$ cat src/sv/srclip_pkg.sv
// ----------------------------------------------------------------------------
// srclip_pkg
// Shared widths and the segment record that travels through the clipper.
// ----------------------------------------------------------------------------
package srclip_pkg;

   // coordinate width, signed Q16.16 at the default of 32 bits
   localparam int W  = 32;
   // difference width, one bit wider than a coordinate
   localparam int DW = W + 1;
   // product width of two difference magnitudes
   localparam int PW = 2 * DW;
   // quotient width; a cut never moves a point past the far endpoint
   localparam int QW = DW;
   // register index width on the control port (one spare bit)
   localparam int IW = 3;
   // queue depth between front and back
   localparam int QDEPTH = 2;

   // configuration register indexes
   localparam logic [IW-1:0] REG_LEFT   = 3'd0;
   localparam logic [IW-1:0] REG_RIGHT  = 3'd1;
   localparam logic [IW-1:0] REG_BOTTOM = 3'd2;
   localparam logic [IW-1:0] REG_TOP    = 3'd3;

   // one segment in flight; dead marks an early reject
   typedef struct packed {
      logic                dead;
      logic signed [W-1:0] x0;
      logic signed [W-1:0] y0;
      logic signed [W-1:0] x1;
      logic signed [W-1:0] y1;
   } item_type;

endpackage

$ cat src/sv/srclip_front.sv
// ----------------------------------------------------------------------------
// srclip_front
// Takes one segment per cycle and marks those outside the bounding box.
// ----------------------------------------------------------------------------
module srclip_front
   import srclip_pkg::*;
(
   input  logic                clock,
   input  logic                reset,
   input  logic                take,
   input  logic signed [W-1:0] sx,
   input  logic signed [W-1:0] sy,
   input  logic signed [W-1:0] ex,
   input  logic signed [W-1:0] ey,
   input  logic signed [W-1:0] left,
   input  logic signed [W-1:0] right,
   input  logic signed [W-1:0] bottom,
   input  logic signed [W-1:0] top,
   output logic                out_vld,
   output item_type            out_item
);

   logic                vld_ff;
   item_type            item_ff;
   item_type            item_in;
   logic signed [W-1:0] xmax, xmin, ymax, ymin;

   // bounding box reject
   always_comb begin
      xmax = (sx > ex) ? sx : ex;
      xmin = (sx < ex) ? sx : ex;
      ymax = (sy > ey) ? sy : ey;
      ymin = (sy < ey) ? sy : ey;
      item_in.dead = (xmax < left) || (xmin > right) || (ymax < bottom) || (ymin > top);
      item_in.x0 = sx;
      item_in.y0 = sy;
      item_in.x1 = ex;
      item_in.y1 = ey;
   end

   always_ff @(posedge clock) begin
      if (reset) begin
         vld_ff <= 1'b0;
      end else begin
         vld_ff <= take;
      end
      item_ff <= item_in;
   end

   assign out_vld  = vld_ff;
   assign out_item = item_ff;

endmodule

$ cat config.mk
export PLATFORM = sky130hd
export DESIGN_NAME = srclip_front
export DESIGN_NICKNAME = d
export VERILOG_FILES = /design/src/sv/srclip_pkg.sv /design/src/sv/srclip_front.sv
export SDC_FILE = /design/constraint.sdc
export NUM_CORES = 1
export LEC_CHECK = 0
export ABC_AREA = 1
export BUFFER_PORTS_ARGS = -buffer_cell sky130_fd_sc_hd__buf_2
export CORE_AREA = 2 2 152 154
export CTS_CLUSTER_DIAMETER = 200
export DETAILED_ROUTE_END_ITERATION = 8
export DIE_AREA = 0 0 154 156
export GPL_ROUTABILITY_DRIVEN = 0
export GPL_TIMING_DRIVEN = 0
export PLACE_DENSITY = 0.77
export SLEW_MARGIN = 20
export SYNTH_ARGS = -nofsm -noshare
export SYNTH_HDL_FRONTEND = slang
export SYNTH_SLANG_ARGS = --single-unit
$ cat constraint.sdc
create_clock -name clock -period 5.55 [get_ports clock]
set_clock_uncertainty 0.05 [all_clocks]
set_input_delay 1.11 -clock clock [delete_from_list [all_inputs] [get_ports clock]]
set_output_delay 1.11 -clock clock [all_outputs]
set_load 0.02 [all_outputs]
==> flow_metrics.py <==
metrics = {
    "run_status": {
        "outcome": "finished clean",
    },
    "cts": {
        "postCtsSetupBuffers": 0,
        "cts_root_buf": "clkbuf_16",
        "cts.sink_count": 130,
        "htreeDepth": 4,
        "clk_pin_slew_worst_paths_ns": 0.06,
        "cts_made_buffers": 17,
        "clk_path_buf_depth": 2,
        "tritoncts": "built",
    },
    "logic_synthesis": {
        "ys_types": 32,
        "yosys-top-cells-area": "dfxtp_1 (29%), ha_1 (27%), nand2_1 (10%)",
        "ys_async_sr_fraction_pct": 0,
        "syn-num-nets": 1643,
        "synth_area_um2": 8820,
        "synth_seq_area_share_pct": 29.5,
        "yosys_warnings": 0,
        "synth_area_leader_cell": "dfxtp_1",
        "synth_edf_count": 0,
        "synth.top_cell.area_share_pct": 29.5,
        "postSynthCellCount": 1194,
        "synth-seq-cells": 130,
        "synth_top_flop_cell": "dfxtp_1",
        "syn_avg_cell_area_um2": 7.39,
    },
    "floorplanning": {
        "ioPinCount": 389,
        "core-area_um2": 22400,
        "fp.dieH_um": 156,
        "dieWidth_um": 154,
        "row_count": 55,
        "initial_core_util_pct": 39.5,
        "dieArea_um2": 24000,
    },
    "sta": {
        "finalCritPeriodShare_pct": 92.5,
        "clock.fmax_ghz": 0.195,
        "report.final.setup_viol": 0,
        "fin_setup_tns_ns": 0,
        "rsz0062_at_grt": "false",
        "max_slew_margin_pct": 59.8,
        "max_slew.worst_pin.slew_ns": 0.604,
        "layout_setup_ws_ns": 0.416,
        "min_period_ns": 5.13,
        "finalHoldViolCount": 0,
        "finalMaxSlewViolations": 0,
    },
    "placed_design": {
        "port_buffers": 388,
        "dp.cells": 1867,
        "pre_cts_ws_ns": -0.0166,
        "dp.final_hpwl_um": 24200,
        "dpl_cell_area_um2": 11100,
    },
    "global_route": {
        "overflow": 0,
        "grt_pass1_vias": 9318,
        "grt_max_degree": 17,
        "grt_first_pass_wirelength_um": 44000,
        "grt_use_total_pct": 22.8,
        "grt_antenna_before_repair": 3,
    },
    "critical_path": {
        "path_buf_inv": 5,
        "cp.arrival_ns": 5.39,
        "worstSetupEndpointType": "flip-flop",
        "crit_path_max_incr_delay_ns": 0.47,
        "cp_top_family": "simple AND/OR/NAND/NOR gates",
        "crit_type": "in -> reg",
        "cp.depth": 25,
        "crit_required_ns": 5.81,
        "critPathSlowestCell": "clkbuf_1",
        "worstPathMaxFanout": 10,
        "start_kind": "input port",
        "path_common_cell": "nand2_1",
    },
    "power": {
        "p_int_mw": 2.00,
        "netSwitchingFraction_pct": 35.7,
        "power_leakage_nw": 6.75,
        "combPwrFrac_pct": 34.5,
        "seqPwrFrac_pct": 32.0,
        "peakVddDrop_v": 0.000162,
        "total_power_mw": 3.11,
        "power_frac_clock_pct": 33.5,
        "p_per_area_nw_per_um2": 267,
        "switchingPower_mw": 1.11,
    },
    "drt": {
        "vias": 9313,
        "drt_iter0_drc": 500,
        "drc": 0,
        "wire_per_inst_um": 14.9,
        "wl_um": 28300,
        "antenna_left": 0,
        "via_per_inst": 4.90,
        "first_pass_iters": 7,
    },
    "cells_and_area": {
        "ff_latch_area_um2": 2600,
        "layout-drive-gt1-share_pct": 26.8,
        "instances_no_fill": 1901,
        "final_nets": 2050,
        "fillers": 2153,
        "area_growth_pct": 32.2,
        "multi_input_area_um2": 5270,
        "postLayoutCellArea_um2": 11700,
    },
    "min_path": {
        "min_path_cells": 1,
        "hp-class": "in -> reg",
    },
    "run": {
        "cap_violations": 0,
    },
}
what timing repair did:
item	CTS	global route
endpoints found under the hold margin	0	0
setup endpoints to repair	0	1
gates resized for setup	0	2
hold buffers	0	0
logic make-up after synthesis:
family / synth area share [%]
AO/OA/AOI/OAI: 15.6
XOR/XNOR: 0.199
adder cells (fa/ha/maj): 26.9
buffers and inverters: 10.8
flip-flops: 29.5
AND/OR/NAND/NOR: 16.9
power by group through the flow:
stage,combinational [mW],sequential [mW],clock [mW]
6_report,1.07,0.996,1.04
5_1_grt,1.22,1.00,1.10
4_1_cts,1.07,0.997,1.06
3_5_place_dp,1.07,1.02,0
3_3_place_gp,1.03,1.02,0
2_1_floorplan,0.617,1.09,0
area by class of cell:
class,count,share of cell area [%]
inverter,228,7.34
sequential,130,22.3
buffer,25,0.869
clock inverter,8,0.483
antenna,3,0.0644
multi-input combinational,811,45.1
timing repair buffer,388,16.6
tap,285,3.06
clock buffer,23,4.10
cells in the mapped netlist, drive strengths merged, types with 2 or more instances:
master / count
o221a: 2
nor4: 4
nand2: 244
o221ai: 4
buf: 5
a211oi: 12
ha: 190
nand4: 22
o21ai: 117
o211ai: 3
dfxtp: 130
clkbuf: 20
o21a: 5
a21oi: 106
nor2: 68
o21bai: 4
inv: 227
nand3: 13
nor3: 8
metrics by stage:
step / utilization (%) / hold WS [ns]
2_1_floorplan: - / 1.09
3_3_place_gp: 49.7 / 1.18
6_report: 52.2 / 0.758
3_5_place_dp: 49.7 / 1.18
4_1_cts: 52.1 / 0.740
5_1_grt: 52.1 / 0.741
state kept, by name (all words and copies together), names as in the netlist:
| register | flops |
|---|---|
| out_item | 129 |
| out_vld | 1 |
routing by layer:
metal	vias up	GRT usage, %	wire length, um
li1	4727	-	-
met1	4122	24.6	10900
met2	403	42.8	14500
met3	61	5.11	2010
met4	0	9.79	916
met5	-	0	0
path summary, 6_finish.rpt:
| check | slack (ns) | end | startpoint |
|---|---|---|---|
| worst max-delay path | 0.42 | out_item[128] | ey[27] |
| worst min-delay path | 0.76 | out_item[59] | ex[27] |
layout by cell type, fill, tap and decap left out:
| master | count |
|---|---|
| nor2_1 | 64 |
| a211oi_1 | 12 |
| nand3_2 | 2 |
| nor2_2 | 4 |
| a221oi_1 | 1 |
| diode_2 | 3 |
| clkinvlp_4 | 2 |
| clkbuf_2 | 1 |
| dfxtp_1 | 130 |
| or3_1 | 1 |
| buf_2 | 393 |
| xnor2_1 | 1 |
| clkbuf_1 | 22 |
| a21o_1 | 1 |
| clkbuf_16 | 17 |
| clkinv_2 | 3 |
| o21bai_1 | 4 |
| clkinv_1 | 1 |
| clkinv_4 | 3 |
| nand2_1 | 241 |
| and2_1 | 1 |
| nand3b_1 | 1 |
| nand4_1 | 22 |
| nor4_1 | 4 |
| clkbuf_8 | 3 |
| a31oi_1 | 1 |
| ha_1 | 190 |
| xor2_1 | 1 |
| a21oi_1 | 106 |
| o21a_1 | 5 |
| nor3_1 | 8 |
| nand2_2 | 3 |
| o221ai_1 | 4 |
| nor3b_1 | 1 |
| o211ai_1 | 3 |
| inv_1 | 227 |
| o21ai_0 | 117 |
| nand3_1 | 11 |
| o221a_2 | 2 |
Power figures use the tool's default switching activity.
