--- config.mk ---
export PLATFORM = sky130hd
export DESIGN_NAME = srclip_fifo
export DESIGN_NICKNAME = d
export VERILOG_FILES = /design/src/sv/srclip_pkg.sv /design/src/sv/srclip_fifo.sv
export SDC_FILE = /design/constraint.sdc
export NUM_CORES = 1
export LEC_CHECK = 0
export CORE_ASPECT_RATIO = 1.5
export CORE_MARGIN = 3
export CORE_UTILIZATION = 38
export DETAILED_ROUTE_END_ITERATION = 6
export DONT_BUFFER_PORTS = 1
export GPL_ROUTABILITY_DRIVEN = 1
export PLACE_DENSITY_LB_ADDON = 0.15
export SYNTH_ARGS = -nofsm -noshare
export SYNTH_HDL_FRONTEND = slang
export SYNTH_SLANG_ARGS = --single-unit
--- constraint.sdc ---
create_clock -name clock -period 16.7 [get_ports clock]
set_input_delay 3.34 -clock clock [delete_from_list [all_inputs] [get_ports clock]]
set_output_delay 3.34 -clock clock [all_outputs]
set_load 0.02 [all_outputs]
--- src/sv/srclip_pkg.sv ---
// ----------------------------------------------------------------------------
// srclip_pkg
// Shared widths and the segment record that travels through the clipper.
// ----------------------------------------------------------------------------
package srclip_pkg;

   // coordinate width, signed Q16.16 at the default of 32 bits
   localparam int W  = 32;
   // difference width, one bit wider than a coordinate
   localparam int DW = W + 1;
   // product width of two difference magnitudes
   localparam int PW = 2 * DW;
   // quotient width; a cut never moves a point past the far endpoint
   localparam int QW = DW;
   // register index width on the control port (one spare bit)
   localparam int IW = 3;
   // queue depth between front and back
   localparam int QDEPTH = 2;

   // configuration register indexes
   localparam logic [IW-1:0] REG_LEFT   = 3'd0;
   localparam logic [IW-1:0] REG_RIGHT  = 3'd1;
   localparam logic [IW-1:0] REG_BOTTOM = 3'd2;
   localparam logic [IW-1:0] REG_TOP    = 3'd3;

   // one segment in flight; dead marks an early reject
   typedef struct packed {
      logic                dead;
      logic signed [W-1:0] x0;
      logic signed [W-1:0] y0;
      logic signed [W-1:0] x1;
      logic signed [W-1:0] y1;
   } item_type;

endpackage

--- src/sv/srclip_fifo.sv ---
// ----------------------------------------------------------------------------
// srclip_fifo
// Short queue between the front and the back.
// ----------------------------------------------------------------------------
module srclip_fifo
   import srclip_pkg::*;
(
   input  logic     clock,
   input  logic     reset,
   input  logic     push,
   input  item_type push_item,
   input  logic     pop,
   output logic     nonempty,
   output logic     full,
   output item_type pop_item
);

   localparam int AW = (QDEPTH > 1) ? $clog2(QDEPTH) : 1;
   localparam int CW = $clog2(QDEPTH + 1);

   item_type        mem [0:QDEPTH-1];
   logic [AW-1:0]   wr_ff, rd_ff;
   logic [CW-1:0]   cnt_ff;
   logic            do_pop;

   assign do_pop   = pop && (cnt_ff != '0);
   assign nonempty = (cnt_ff != '0);
   assign full     = (cnt_ff == CW'(QDEPTH));
   assign pop_item = mem[rd_ff];

   // pointers wrap at the depth
   always_ff @(posedge clock) begin
      if (reset) begin
         wr_ff  <= '0;
         rd_ff  <= '0;
         cnt_ff <= '0;
      end else begin
         if (push) begin
            wr_ff <= (wr_ff == AW'(QDEPTH - 1)) ? '0 : wr_ff + 1'b1;
         end
         if (do_pop) begin
            rd_ff <= (rd_ff == AW'(QDEPTH - 1)) ? '0 : rd_ff + 1'b1;
         end
         cnt_ff <= cnt_ff + CW'(push) - CW'(do_pop);
      end
   end

   always_ff @(posedge clock) begin
      if (push) begin
         mem[wr_ff] <= push_item;
      end
   end

endmodule

==> results of run 1 <==
## cell usage after synthesis
cell type,n
sky130_fd_sc_hd__or2_2,1
sky130_fd_sc_hd__xnor3_1,1
sky130_fd_sc_hd__nor2b_1,4
sky130_fd_sc_hd__and2_1,1
sky130_fd_sc_hd__mux2_2,131
sky130_fd_sc_hd__xnor2_1,1
sky130_fd_sc_hd__dfxtp_1,5
sky130_fd_sc_hd__nor2_1,3
sky130_fd_sc_hd__edfxtp_1,258
sky130_fd_sc_hd__ha_1,2
sky130_fd_sc_hd__buf_2,1
sky130_fd_sc_hd__inv_1,2
sky130_fd_sc_hd__buf_6,13
sky130_fd_sc_hd__o21a_1,1
## registers in the layout, summed over array words and instances (netlist names), named ones only
signal / count
mem: 258
cnt_ff: 2
rd_ff: 1
wr_ff: 1
## area by class of cell
class	instances	area [sq um]	area share, %
Clock buffer	35	693	6.48
Clock inverter	11	109	1.02
Inverter	2	7.51	0.0702
Multi-Input combinational cell	145	1600	14.9
Sequential cell	263	7850	73.4
Tap cell	324	405	3.79
Timing Repair Buffer	4	30.0	0.281
## path summary, 6_finish.rpt
path / cells after the start / end / slack, ns
max: 2 / pop_item[23] / 10.61
min: 2 / wr_ff$_SDFFE_PP0P_ / 0.59
max reg2reg: 2 / mem[1][61]$_DFFE_PP_ / 14.20
min reg2reg: 2 / wr_ff$_SDFFE_PP0P_ / 0.59
## cell families after synthesis
kind of cell	share of synthesized area [%]
DFF	81.8
xor gates and xnor gates	0.326
muxes	15.4
adders and majority gates	0.261
and+or+nand+nor	0.509
AOI/OAI and AO/OA	0.0783
buffers and inverters	1.66
## metal layers
metal	share of wire, %	up-vias
li1	-	1711
met1	28	1943
met2	57	170
met3	11	43
met4	3.4	2
met5	0.081	-
## report_power, final
group / internal, mW / total, mW / switching (mW)
sequential: 0.775 / 0.803 / 0.0287
combinational: 0.0957 / 0.264 / 0.168
clock: 0.320 / 0.542 / 0.221
## metrics by stage
| step | area, sq um | hold WS, ns | util [%] |
|---|---|---|---|
| detailed placement | 9890 | 0.579 | 40.2 |
| CTS | 10700 | 0.595 | 43.5 |
| floorplan | 9590 | 0.496 | - |
| global placement | 9890 | 0.567 | 40.2 |
| global route | 10700 | 0.610 | 43.5 |
| finish | 10700 | 0.591 | 43.5 |
## critical path, delay by kind of cell (launching register included)
| family | cells | cell delay, ns |
|---|---|---|
| flip-flops | 1 | 0.87 |
| buffers and inverters | 1 | 0.78 |
| multiplexers | 1 | 0.48 |
==> flow_results.org, run 1 <==
** Die
- Die boundary width :: 136 um
- The die covers 27200 sq um.
- Starting density of the core :: 39.0%
- Row Count :: 70
- Die height :: 201 um
- I/O pins :: 264
- The floorplan step defined a core boundary enclosing 24600 sq um.

** Setup path
- Critical path's largest stage delay :: 0.87 ns
- Data arrives at the worst endpoint at 2.75 ns.
- STA classifies the critical path endpoint as an output pin.
- In this run the worst path has a maximum fanout of 68.
- Slowest-stage cell, CP :: sky130_fd_sc_hd__dfxtp_4
- Crit start category :: flop
- The worst register-to-register path begins at wr_ff$_SDFFE_PP0P_.
- The worst setup path is of the reg -> out kind.
- Data on the critical path is required at its endpoint by 13.36 ns.
- Cell-by-cell trace of the critical path :: buf_4, mux2_2

** GRT
- For met3 alone, demand over resource in global routing was 5.62%.
- In this run the most used layer during global routing was met2.
- Number of global-route vias before repair :: 4226
- For this run, global-route usage on met1 was measured as 11.1%.
- Global-route wire length before repair :: 26200 um
- Met2 GRT Util :: 25.1%
- Entering global routing, the biggest net connects 69 pins.
- The initial antenna violation count came to 1.
- Global routing used 12.9% of the available tracks across all layers.
- Residual overflow from global routing :: 0

** Synth
- In the post-synthesis netlist, the biggest area contributors are sky130_fd_sc_hd__edfxtp_1 81%, sky130_fd_sc_hd__mux2_2 15%, sky130_fd_sc_hd__buf_6 1.5%, sky130_fd_sc_hd__dfxtp_1 1.0%, sky130_fd_sc_hd__ha_1 0.26%.
- Number of nets in the synthesized netlist :: 559
- After synthesis, the mean cell area works out to 22.6 sq um.
- In the synthesized netlist, the number of instances is 424.
- The Yosys step of the flow raised 0 warnings.
- Summed over all instances, the cell type with the most area after synthesis is sky130_fd_sc_hd__edfxtp_1.
- The synthesized netlist occupies a cell area of 9590 sq um.
- In this run the biggest area consumer among cell types represents 80.8% of the synthesized area.
- Number of synthesized register bits :: 263
- Counting distinct cell types in the post-synthesis netlist gives 14.
- Sequential share of the synthesized area :: 81.8%

** Clocking
- CTS built an H-tree with a depth of 1.
- Maximum buffer depth of the clock tree :: 3
- Clock-pin slew was measured on the worst setup and hold paths at 0.06 ns.
- Clock root buffer :: sky130_fd_sc_hd__clkbuf_16
- Resize count post-CTS :: 0
- Number of setup buffers added after CTS :: 0
- TritonCTS created 25 clock buffers.
- Clock tree synthesis found a total of 263 sinks.
- Clock latency on the worst-skew pair, taken at its later pin, is 0.51 ns.
- TritonCTS built the clock tree.
- Number of hold buffers added after cts :: 0

** STA
- Setup total negative slack on the finished layout was measured at 0 ns.
- Time the worst path needs with I/O delays and setup :: 6.09 ns
- Final setup violation count :: 0
- Across all setup checks in the final design, the least slack found is 10.61 ns.
- Measured against its own limit, the worst slew margin works out to 37.5%.
- The final number of hold-violating endpoints is 0.
- Final setup skew :: 0.00853 ns
- The max-slew violation total from the final report was 0.
- For the pin with the worst max-slew slack, the measured transition is 0.937 ns.
- Period Utilization, post-route :: 36.5%
- Setup repair after global routing left no endpoint under its margin.
- Derived from the worst setup path, the maximum achievable clock frequency is 164 MHz.

** Placed design
- Including well taps, the total number of placed cells is 738.
- Number of I/O port buffers :: 0
- Final weighted congestion of routability-driven global placement :: 0.781
- After legalization and detailed placement, the total HPWL measured 12500 um.
- Setup Slack @ Placement :: 11.05 ns

** Detailed routing
- After detailed routing, the number of remaining DRC violations is 0.
- The final layout contains routed wiring with a total length of 18500 um.
- The first detailed-routing pass ran for 4 iterations.
- Using the TritonRoute via totals, the vias-per-cell ratio works out to 4.93.
- Average routed wire per standard cell :: 23.6 um
- Via Count :: 3869
- DRC marker count from the first detailed-route iteration :: 189
- DRT antenna net count :: 0

** Finish
- Leading cell type in the layout, fill and taps excluded :: sky130_fd_sc_hd__edfxtp_1
- Commonest cells after routing, fill and taps aside :: 258 x sky130_fd_sc_hd__edfxtp_1, 131 x sky130_fd_sc_hd__mux2_2, 25 x sky130_fd_sc_hd__clkbuf_16, 7 x sky130_fd_sc_hd__clkbuf_1, 5 x sky130_fd_sc_hd__clkinv_2
- Relative to the synthesized area, the layout overhead comes to 11.5%.
- The finished layout holds 784 standard cells, fillers aside.
- Share of post-route cells with drive strength above 1 :: 38.3%
- In the final design database the tool counted 576 nets.
- Number of fillers in the final layout :: 2120
- The number of antenna diodes in the final layout is 0.

** Power and ir drop
- The design draws 1.61 mW.
- Leak :: 3.43 nW
- Max VDD drop :: 0.000100 V
- In this run the power density over the cells is 150 nW/um^2.

** Worst hold path
- Worst min-delay path category :: reg -> reg
- The worst hold path begins at wr_ff$_SDFFE_PP0P_.

** Run status
- The flow ran to the end, and the final reports show no timing, DRC or antenna violations.

** Flow run
- Max-cap violation count :: 0
Note: power is estimated with default switching activity, not from simulation.
==> run 2, diff against run 1 <==
clock period = 4.9 ns   (was 16.7 ns; I/O delays follow)
==> flow_results.org, run 2 (synthesis gave the netlist of run 1 again) <==
** Run status
- Outcome :: complete, no violations

** Finish
- In the final layout, flip-flops and latches occupy 7850 sq um.
- Leaving out fill and tap cells, the most frequent cell in the layout is sky130_fd_sc_hd__edfxtp_1.
- In the layout the commonest cells are 258 x sky130_fd_sc_hd__edfxtp_1, 131 x sky130_fd_sc_hd__mux2_2, 25 x sky130_fd_sc_hd__clkbuf_16, 6 x sky130_fd_sc_hd__clkinv_2.
- The number of antenna diodes in the final layout is 0.
- Final std cell area, no fill :: 10700 sq um
- Synth-to-layout area growth :: 11.7%
- Largest register by flop count :: mem
- Largest registers ranked by flip-flop count :: mem: 258 flops, cnt_ff: 2 flops
- Share of post-route cells with drive strength above 1 :: 38.3%
- Summing all multi-input logic gate instances after layout gives 1600 sq um.
- Number of fillers in the final layout :: 2135
- Number of flip-flops in the largest register :: 258
- NumNets Final :: 576
- Once layout is complete, the cells apart from fillers number 781.

** Detailed routing
- Residual DRC count :: 0
- Average routed wire per standard cell :: 23.4 um
- Wires add up to 18300 um.
- Average via count per standard cell :: 4.96
- DRC marker count from the first detailed-route iteration :: 233
- Detailed Routing Iterations Pass 1 :: 4
- Via Count :: 3871
- DRT antenna net count :: 0

** Power and ir drop
- Leak :: 3.44 nW
- Power density over the cells :: 513 nW/um^2
- The worst-case IR drop observed on VDD is 0.000274 V.

** Setup path
- Data on the critical path is required at its endpoint by 3.92 ns.
- CP arrival :: 2.36 ns
- Critical path's largest stage delay :: 0.94 ns
- FF-to-FF path depth :: 2
- The worst register-to-register path begins at wr_ff$_SDFFE_PP0P_.
- Largest fanout on the critical path :: 65
- Type of element capturing the critical path :: output pin
- The slowest stage of the critical path belongs to the cell sky130_fd_sc_hd__dfxtp_4.
- The critical path in this run is classified as reg -> out.
- Crit start category :: flop
- Traced cell by cell, the critical path runs through buf_12, mux2_2.

** STA
- Timing would allow up to 299 MHz.
- In this run the tightest slew margin relative to its limit is 40.7%.
- Setup repair after global routing left no endpoint under its margin.
- Time the worst path needs with I/O delays and setup :: 3.34 ns
- The final number of hold-violating endpoints is 0.
- Setup violations remaining at the end of the flow were counted as 0.
- The max-slew violation total from the final report was 0.
- Final setup skew :: 0.00995 ns
- Worst slew pin tran :: 0.890 ns
- Post-route setup TNS :: 0 ns
- The final critical path takes up 68.2% of the cycle.

** GRT
- Global-route wire length before repair :: 26400 um
- The initial antenna violation count came to 0.
- Residual overflow from global routing :: 0
- Global routing used 12.8% of the available tracks.
- Number of global-route vias before repair :: 4294
- Entering global routing, the biggest net connects 73 pins.

** Clocking
- Buffers inserted during clock tree synthesis total 25.
- Clock root buffer :: sky130_fd_sc_hd__clkbuf_16
- The tree built by TritonCTS fans out to 263 sinks.
- The longest clock path from root to sink contains 3 buffers.
- Number of setup buffers added after CTS :: 0
- Gates resized during post-CTS repair numbered 0.
- Clock slew at reported path FFs :: 0.06 ns
- In this run, post-CTS hold repair placed 0 buffers.
- Level count of the clock H-tree :: 1
- The clock reaches the later pin of the worst-skew pair after 0.51 ns.
- TritonCTS built the clock tree.

** Die
- Row Count :: 70
- For this configuration, the core starts out at a cell density of 39.0%.
- The die is 136 um wide.
- Standard cell core area :: 24600 sq um
- The die is 201 um tall.
- I/O pins :: 264
- Total Die Area :: 27200 sq um

** Placed design
- Summing all placed instances gives a cell area of 9930 sq um.
- Dpl cells :: 738
- Final weighted congestion of routability-driven global placement :: 0.747
- HPWL after DPL :: 12400 um
- The count of buffers added on input and output ports is 0.

** Flow run
- Max-cap violations in this run came to 0.

** Worst hold path
- Worst min-delay path category :: in -> reg
- Counting instances, the worst hold path has a depth of 1.
- The startpoint identified for the worst hold timing path is reset.
-- run 2: changes by cell type in the layout (fill, tap and decap cells not counted) --
cell                        before  now
sky130_fd_sc_hd__buf_12          0    3
sky130_fd_sc_hd__buf_4           4    1
sky130_fd_sc_hd__bufinv_16       2    3
sky130_fd_sc_hd__clkbuf_1        7    3
sky130_fd_sc_hd__clkbuf_8        3    0
sky130_fd_sc_hd__clkinv_1        2    4
sky130_fd_sc_hd__clkinv_2        5    6
sky130_fd_sc_hd__inv_6           1    0
sky130_fd_sc_hd__inv_8           0    1
-- run 2: critical path, delay by kind of cell (launching register included) --
family   cells  cell delay, ns
flops        1            0.94
mux          1            0.45
buf+inv      1            0.36
-- run 2: power by group --
group | switching [mW] | total (mW) | internal, mW
Clock | 0.769 | 1.86 | 1.09
Combinational | 0.569 | 0.904 | 0.335
Sequential | 0.102 | 2.74 | 2.64
-- run 2: metal layers --
layer	vias up	track usage, %	wire [um]
li1	1710	-	-
met1	1968	11.1	5200
met2	155	25.6	10700
met3	38	4.81	1820
met4	0	4.47	577
met5	-	0	0
-- run 2: final cells by class --
class	count	share of cell area, %
clock buffers	28	5.94
repair buffers	4	0.630
flip-flops and latches	263	73.2
clock inverters	15	1.44
inverters	2	0.0700
well taps	324	3.78
multi-input cells	145	14.9
-- run 2: through the flow --
| step | utilization [%] | power, mW | worst slack [ns] | hold slack [ns] |
|---|---|---|---|---|
| global route | 43.6 | 5.71 | 1.41 | 0.512 |
| detailed placement | 40.3 | 3.72 | 2.05 | 0.576 |
| global placement | 40.3 | 3.70 | 2.09 | 0.564 |
| floorplan | - | 3.62 | 0.119 | 0.515 |
| CTS | 43.6 | 5.59 | 1.49 | 0.503 |
| finish | 43.6 | 5.50 | 1.56 | 0.534 |
-- run 2: worst paths after layout --
path | slack [ns] | endpoint
worst max-delay path | 1.56 | pop_item[69]
worst min-delay path | 0.53 | wr_ff$_SDFFE_PP0P_
worst max register to register | 2.90 | mem[1][19]$_DFFE_PP_
worst min register to register | 0.59 | wr_ff$_SDFFE_PP0P_
==> run 3, diff against run 2 <==
clock period = 3.3 ns   (was 4.9 ns; I/O delays follow)
==> flow_results.org, run 3 (synthesis gave the netlist of run 1 again) <==
** Detailed routing
- Routed length on met3 :: 1900 um
- Before antenna repair, the detailed router went through 4 iterations.
- DRT antenna net count :: 0
- After the first detailed-routing iteration, the DRC count stood at 207.
- Detailed route wirelength on metal2 :: 10400 um
- Average routed wire per standard cell :: 23.3 um
- For this block, the via count after detailed routing is 3884.
- Sum of routed wire segments on met1 :: 5200 um
- Average via count per standard cell :: 4.94
- Top sig layer :: met4
- Residual DRC count :: 0
- Drt total wl :: 18300 um

** Finish
- The repair_antennas step left the layout with diodes totalling 0.
- Largest register by flop count :: mem
- Commonest cells after routing, fill and taps aside :: 258 x sky130_fd_sc_hd__edfxtp_1, 131 x sky130_fd_sc_hd__mux2_2, 25 x sky130_fd_sc_hd__clkbuf_16, 6 x sky130_fd_sc_hd__bufinv_16, 5 x sky130_fd_sc_hd__clkbuf_1
- NumNets Final :: 578
- Largest registers ranked by flip-flop count :: mem: 258 flops, cnt_ff: 2 flops
- The area growth from synthesis to layout is 13.0%.
- Final Non-Filler Cells :: 786
- The register with the most flip-flops in the layout has 258 of them.
- The post-route netlist has 39.0% of its cells at a drive strength greater than 1.
- Leaving out fill and tap cells, the most frequent cell in the layout is sky130_fd_sc_hd__edfxtp_1.
- Number of fillers in the final layout :: 2117

** Die
- For this configuration, the core starts out at a cell density of 39.0%.
- The initialized floorplan defines 70 standard-cell rows.
- Standard cell core area :: 24600 sq um
- In this run the count of I/O pins placed on the die edge is 264.
- The floorplan step set the die height to 201 um.
- The floorplan step defined a die boundary enclosing 27200 sq um.
- From left edge to right edge, the die measures 136 um.

** Placed design
- Final weighted congestion of routability-driven global placement :: 0.773
- Before CTS, the worst setup slack after placement is 1.09 ns.
- Number of I/O port buffers :: 0
- Detailed placement ended at an HPWL of 12500 um.
- In this run, placement finished with an instance count of 740.

** GRT
- The initial antenna violation count came to 0.
- After global routing the overflow that remains totals 0.
- Maximum number of pins on one net before global-route repair :: 102
- Number of global-route vias before repair :: 4304
- Global-route wire length before repair :: 26300 um
- Global-route usage over all layers :: 12.9%

** Clocking
- CTS saw 263 sinks.
- Resize count post-CTS :: 0
- Number of buffers added by the clock tree synthesis step :: 25
- Clock-pin slew was measured on the worst setup and hold paths at 0.06 ns.
- In this run the clock root is driven by a sky130_fd_sc_hd__clkbuf_16.
- Clock latency on the worst-skew pair :: 0.52 ns
- The clock passes through at most 3 buffers.
- Level count of the clock H-tree :: 1
- Number of hold buffers added after cts :: 0
- CTS tree :: built
- Number of setup buffers added after CTS :: 0

** Setup path
- Largest fanout on the critical path :: 37
- Largest delay share family, worst path :: flip-flops
- Walking the worst path, the cells encountered are buf_4, mux2_2.
- Buffers plus inverters on the worst setup path :: 1
- STA classifies the critical path startpoint as a flop.
- WP data required :: 2.64 ns
- Type of element capturing the critical path :: output pin
- CP arrival :: 2.06 ns
- Critical path's largest stage delay :: 0.59 ns
- Slowest-stage cell, CP :: sky130_fd_sc_hd__dfxtp_4
- The critical path is of the reg -> out type.

** Power and ir drop
- For this design the ratio of total power to cell area is 780 nW/um^2.
- The analysis attributes to cell leakage a power of 3.49 nW.
- VDD sags by at most 0.000480 V.
- Power consumption :: 8.45 mW

** STA
- Period Utilization, post-route :: 82.4%
- For the pin with the worst max-slew slack, the measured transition is 0.627 ns.
- Highest Clock Rate :: 368 MHz
- Final setup violation count :: 0
- Setup repair after global routing missed its margin :: no
- The max-slew violation total from the final report came to 0.
- Final setup skew :: 0.0134 ns
- Smallest hold slack :: 0.214 ns
- Post-route setup TNS :: 0 ns
- The clock period could shrink to 2.72 ns.
- Final hold vios :: 0
- In the post-route analysis, the smallest setup slack over all paths is 0.581 ns.
- In this run the tightest slew margin relative to its limit is 58.2%.

** Run status
- Outcome :: complete, no violations

** Worst hold path
- Worst min-delay path category :: in -> reg

** Flow run
- Max-cap violation count :: 0
-- run 3: cell types whose count changed in the layout (fill, tap and decap cells not counted), sizes merged --
cell | previous run | this run
bufinv | 3 | 6
clkinv | 10 | 7
buf | 4 | 6
clkbuf | 28 | 30
clkinvlp | 1 | 2
-- run 3: worst register-to-register path, delay by kind of cell, from the launching register on --
family	cells	cell delay, ns
buffers and inverters	1	0.49
and+or+nand+nor	1	0.54
DFF	1	0.40
-- run 3: layer usage --
layer | global-route usage (%) | vias to the layer above
met3 | 5.19 | 50
met1 | 11.1 | 1936
met5 | 0 | -
li1 | - | 1716
met4 | 6.12 | 0
met2 | 24.8 | 182
-- run 3: final cells by class --
class,count,area [sq um],share of cell area [%]
multi-input combinational,145,1600,14.7
clock buffer,30,644,5.94
sequential,263,7850,72.4
clock inverter,16,251,2.32
tap,324,405,3.74
inverter,2,7.51,0.0693
timing repair buffer,6,82.6,0.762
-- run 3: path summary, 6_finish.rpt --
| check | endpoint | slack, ns | startpoint | cells after the start |
|---|---|---|---|---|
| max reg2reg | mem[1][47]$_DFFE_PP_ | 1.52 | wr_ff$_SDFFE_PP0P_ | 2 |
| max | pop_item[7] | 0.58 | flop | 2 |
| min | cnt_ff[0]$_SDFF_PP0_ | 0.21 | reset | 1 |
| min reg2reg | wr_ff$_SDFFE_PP0P_ | 0.58 | wr_ff$_SDFFE_PP0P_ | 2 |
-- run 3: report_power, final --
group          internal (mW)  switching (mW)  total (mW)
clock network           1.87            1.16        3.04
logic                  0.500           0.899        1.40
registers               3.92          0.0993        4.02
total                   6.29            2.16        8.45
-- run 3: metrics by stage --
step | util, % | area, sq um
final | 44.0 | 10800
after global routing | 44.0 | 10800
after CTS | 44.0 | 10800
after detailed placement | 40.4 | 9940
after global placement | 40.4 | 9940
after floorplan | - | 9600
